File: config.mk
export PLATFORM = sky130hd
export DESIGN_NAME = dlpv_ctrl
export DESIGN_NICKNAME = d
export VERILOG_FILES = /design/src/sv/dlpv_pkg.sv /design/src/sv/dlpv_ctrl.sv
export SDC_FILE = /design/constraint.sdc
export NUM_CORES = 1
export LEC_CHECK = 0
export BUFFER_PORTS_ARGS = -buffer_cell sky130_fd_sc_hd__buf_2
export CORE_AREA = 4 4 41 43
export CTS_CLUSTER_DIAMETER = 80
export DETAILED_ROUTE_END_ITERATION = 12
export DIE_AREA = 0 0 45 47
export REMOVE_ABC_BUFFERS = 1
export SLEW_MARGIN = 20
export SYNTH_ARGS = -nofsm -noshare
export SYNTH_HDL_FRONTEND = slang
export SYNTH_SLANG_ARGS = --single-unit
export TNS_END_PERCENT = 50
File: constraint.sdc
create_clock -name i_clk -period 1.2 [get_ports i_clk]
set_input_delay 0.12 -clock i_clk [delete_from_list [all_inputs] [get_ports i_clk]]
set_output_delay 0.12 -clock i_clk [all_outputs]
set_load 0.01 [all_outputs]
File: src/sv/dlpv_pkg.sv
// Shared constants, codes and control types of the decimal list parse and validate unit.
`timescale 1ns / 1ps

package dlpv_pkg;

    localparam int TABLE_DEPTH = 512;
    localparam int TBL_AW      = $clog2(TABLE_DEPTH);

    localparam int CNT_W  = 10;
    localparam int VAL_W  = 32;
    localparam int SLOT_W = 9;
    localparam int STAT_W = 2;
    localparam int CMD_W  = 2;
    localparam int CHAR_W = 8;
    localparam int CALC_W = ((TBL_AW > CNT_W) ? TBL_AW : CNT_W) + 1;

    localparam logic [CNT_W-1:0] CNT_RESET = CNT_W'(1);
    localparam logic [CNT_W-1:0] CNT_MAX   = '1;

    localparam logic [CMD_W-1:0] CMD_CHAR     = 2'd0;
    localparam logic [CMD_W-1:0] CMD_END_STR  = 2'd1;
    localparam logic [CMD_W-1:0] CMD_END_LIST = 2'd2;

    localparam logic [STAT_W-1:0] ST_OK       = 2'd0;
    localparam logic [STAT_W-1:0] ST_RANGE    = 2'd1;
    localparam logic [STAT_W-1:0] ST_DUP      = 2'd2;
    localparam logic [STAT_W-1:0] ST_MISMATCH = 2'd3;

    localparam logic [CHAR_W-1:0] CH_SPACE = 8'h20;
    localparam logic [CHAR_W-1:0] CH_TAB   = 8'h09;
    localparam logic [CHAR_W-1:0] CH_CR    = 8'h0D;
    localparam logic [CHAR_W-1:0] CH_MINUS = 8'h2D;
    localparam logic [CHAR_W-1:0] CH_PLUS  = 8'h2B;
    localparam logic [CHAR_W-1:0] CH_ZERO  = 8'h30;
    localparam logic [CHAR_W-1:0] CH_NINE  = 8'h39;

    localparam logic [VAL_W-1:0] MAG_LIMIT = 32'h8000_0000;
    localparam logic [VAL_W-1:0] POS_MAX   = 32'h7FFF_FFFF;

    typedef enum logic [2:0] {
        PH_WS     = 3'b001,
        PH_DIGITS = 3'b010,
        PH_DONE   = 3'b100
    } t_phase;

    typedef enum logic [2:0] {
        S_IDLE = 3'b001,
        S_SCAN = 3'b010,
        S_EMIT = 3'b100
    } t_state;

    typedef struct packed {
        logic take_char;
        logic start_str;
        logic start_list;
        logic scan_rd;
        logic emit;
    } t_dp_cmd;

    typedef struct packed {
        logic excess;
        logic scan_more;
        logic out_free;
    } t_dp_stat;

endpackage

File: src/sv/dlpv_ctrl.sv
// Sequencing state machine of the decimal list parse and validate unit.
`timescale 1ns / 1ps

module dlpv_ctrl import dlpv_pkg::*; (
    input  logic             i_clk,
    input  logic             i_rst_n,
    input  logic             i_in_valid,
    input  logic [CMD_W-1:0] i_command,
    output logic             o_in_stall,
    input  t_dp_stat         i_stat,
    output t_dp_cmd          o_cmd
);

    t_state r_state;
    t_state n_state;

    always_ff @(posedge i_clk) begin
        if (!i_rst_n) begin
            r_state <= S_IDLE;
        end else begin
            r_state <= n_state;
        end
    end

    always_comb begin
        n_state    = r_state;
        o_cmd      = '0;
        o_in_stall = 1'b1;
        unique case (r_state)
            S_IDLE: begin
                o_in_stall = 1'b0;
                if (i_in_valid) begin
                    unique case (i_command)
                        CMD_CHAR: begin
                            o_cmd.take_char = 1'b1;
                        end
                        CMD_END_STR: begin
                            o_cmd.start_str = 1'b1;
                            n_state = i_stat.excess ? S_EMIT : S_SCAN;
                        end
                        CMD_END_LIST: begin
                            o_cmd.start_list = 1'b1;
                            n_state = S_EMIT;
                        end
                        default: begin
                        end
                    endcase
                end
            end
            S_SCAN: begin
                if (i_stat.scan_more) begin
                    o_cmd.scan_rd = 1'b1;
                end else begin
                    n_state = S_EMIT;
                end
            end
            S_EMIT: begin
                if (i_stat.out_free) begin
                    o_cmd.emit = 1'b1;
                    n_state = S_IDLE;
                end
            end
            default: begin
                n_state = S_IDLE;
            end
        endcase
    end

endmodule

==> flow_summary.yaml <==
cts:
  root_buffer: "clkbuf_4"
  clk_latency_ns: 0.23
  htree_num_levels: 1
  cts_tree: "built"
  cts_inserted_buffers: 3
  clkTransAtPathRegs_ns: 0.04
  cts_max_path_buffers: 2
  clock_sinks: 3
  holdBufCountCts: 0
setup_path:
  cpMaxStageDelayCell: "dfxtp_2"
  cpPeakStageDelay_ns: 0.35
  cp.arrival_ns: 1.22
  crit_chain: "or2b_1 > nor3b_2 > buf_2"
  r2r_start: "r_state[1]"
  setup.worst_path.end_class: "primary output"
  reg2reg_depth: 6
  crit_type: "reg -> out"
  cp-start-kind: "flop"
  worstPathRequired_ns: 1.08
  r2r_slack_ns: -0.10
  crit_family: "simple AND/OR/NAND/NOR gates"
  path_buf_inv: 1
  cp_max_fo: 5
  r2r-end: "r_state[1]"
layout:
  nets: 67
  instances_no_fill: 73
  finalInstanceArea_sq_um: 480
  reg.largest.list: "r_state x3"
  layout-drive-gt1-share_pct: 69.0
  syn_to_final_growth_pct: 87.3
  post-route-util_pct: 36.9
  regMostFlops: "r_state"
  num_antenna_cells: 0
  largest_register_ffs: 3
sta:
  skew_ns: 0.00125
  min_period_ns: 1.34
  final_hold_viol_count: 0
  setup_tns_ns: -0.670
  finalSetupViolations: 8
  maxSlewHeadroom_pct: 82.5
  layout_setup_ws_ns: -0.137
  rsz0062_at_grt: "true"
  period_share_pct: 111
  maxSlewViolCount: 0
  fmax_mhz: 748
  worst_slew_pin_slew_ns: 0.260
power_and_ir_drop:
  worst_ir_drop_vdd_uv: 482
  p_leak_nw: 0.238
  powerDensity_nw_per_um2: 1420
die:
  dieArea_sq_um: 2120
  die_h_um: 47
  fp.dieW_um: 45
  boundaryPins: 14
  row_count: 13
  core_area_sq_um: 1300
  initial_utilization_pct: 19.7
global_route:
  gr-total-overflow: 0
  grt_pass1_vias: 376
  grt_pass1_wl_mm: 1.42
  grt_max_degree: 6
  grt.total_usage_pct: 9.56
  grt_antenna_before_repair: 0
synth:
  yosysMostFrequentCell: "dfxtp_1"
  synth.top_cell.area_share_pct: 23.4
  synth.avg_cell_area_sq_um: 8.27
  synthFlopType: "dfxtp_1"
  synthesis.area_sq_um: 256
  synth.distinct_cells: 23
  ys_ff_latch: 3
  synth_edf_count: 0
  yosysTopAreaCell: "dfxtp_1"
  synth-warning-count: 0
  synthTopCellsByArea: "dfxtp_1, a21oi_2, nor3b_1"
  ys_seq_area_share_pct: 23.4
  async_flop_share_pct: 0
  syn_inst: 31
route:
  via_per_inst: 4.47
  firstDrtPassIters: 1
  wl_per_cell_um: 11.2
  ant_nets: 0
  num_vias: 326
  drcViolationCount: 0
  drt_iter0_drc: 0
  drt_wl_total_um: 819
run_status:
  failed_checks: "negative setup slack"
  status: "finished, violations left"
min_path:
  min-delay-start: "i_rst_n"
  hold_path_class: "in -> reg"
  min_to: "r_state[0]"
  hold_depth: 2
placement:
  place_congestion: 0.707
  placed_cell_area_sq_um: 385
  dpl.hpwl_um: 568
  port_buffers: 13
  placed_cells: 65
job:
  maxCapViolations: 0
-- metal layers --
metal  global-route usage (%)  vias up  share of wire (%)
met5                        0        -                  0
met4                     1.75        0                  0
met3                     5.36        0                9.2
met2                     18.9       14                 52
met1                     8.41      142                 39
li1                         -      170                  -
-- worst max path at each step --
stage | cells past startpoint | startpoint | slack [ns] | endpoint
6_report | 3 | r_state[1] | -0.14 | o_cmd[1]
5_1_grt | 5 | r_state[1] | -0.21 | o_cmd[3]
4_1_cts | 5 | r_state[1] | -0.16 | o_cmd[2]
3_5_place_dp | 4 | r_state[1] | -0.08 | r_state[2]
3_3_place_gp | 4 | r_state[1] | -0.06 | r_state[2]
2_1_floorplan | 4 | r_state[2] | -0.12 | r_state[2]
-- cell families after synthesis --
| kind of cell | Yosys count | synth area share [%] |
|---|---|---|
| buffers and inverters | 2 | 2.93 |
| flip-flops | 3 | 23.4 |
| AO/OA/AOI/OAI | 8 | 24.4 |
| AND/OR/NAND/NOR | 18 | 49.3 |
-- where the power goes --
group	internal [mW]	switching (mW)	leakage (nW)
clock network	0.125	0.0535	0.0150
logic	0.193	0.165	0.198
registers	0.125	0.0207	0.0251
total	0.443	0.240	0.238
-- through the flow --
stage / power, mW / hold WS (ns) / worst slack [ns]
2_1_floorplan: 0.300 / 0.209 / -0.116
3_3_place_gp: 0.439 / 0.371 / -0.0586
3_5_place_dp: 0.441 / 0.367 / -0.0765
4_1_cts: 0.696 / 0.118 / -0.158
5_1_grt: 0.750 / 0.132 / -0.209
6_report: 0.682 / 0.137 / -0.137
-- what timing repair did --
| item | in CTS | in global routing |
|---|---|---|
| buffers inserted | 4 | 0 |
| setup endpoints to repair | 8 | 8 |
| resized for setup | 12 | 0 |
| pin swaps | 5 | 1 |
-- layout by cell type (no fill, tap or decap), drive strengths merged, types with 2 or more instances in the layout --
| master | count |
|---|---|
| clkbuf | 4 |
| buf | 23 |
| or2b | 2 |
| dfxtp | 3 |
| inv | 2 |
| a21oi | 3 |
| and3 | 2 |
| nor2 | 2 |
| nor3b | 2 |
| and2b | 2 |
| nand2 | 2 |
| o21ai | 2 |
-- cell type report --
| type | instances | area (sq um) |
|---|---|---|
| timing repair buffer | 23 | 151 |
| clock buffer | 4 | 26.3 |
| inverter | 2 | 7.51 |
| multi-input combinational | 26 | 213 |
| tap | 15 | 18.8 |
| fill | 148 | 821 |
| sequential | 3 | 63.8 |
Power figures use the tool's default switching activity.
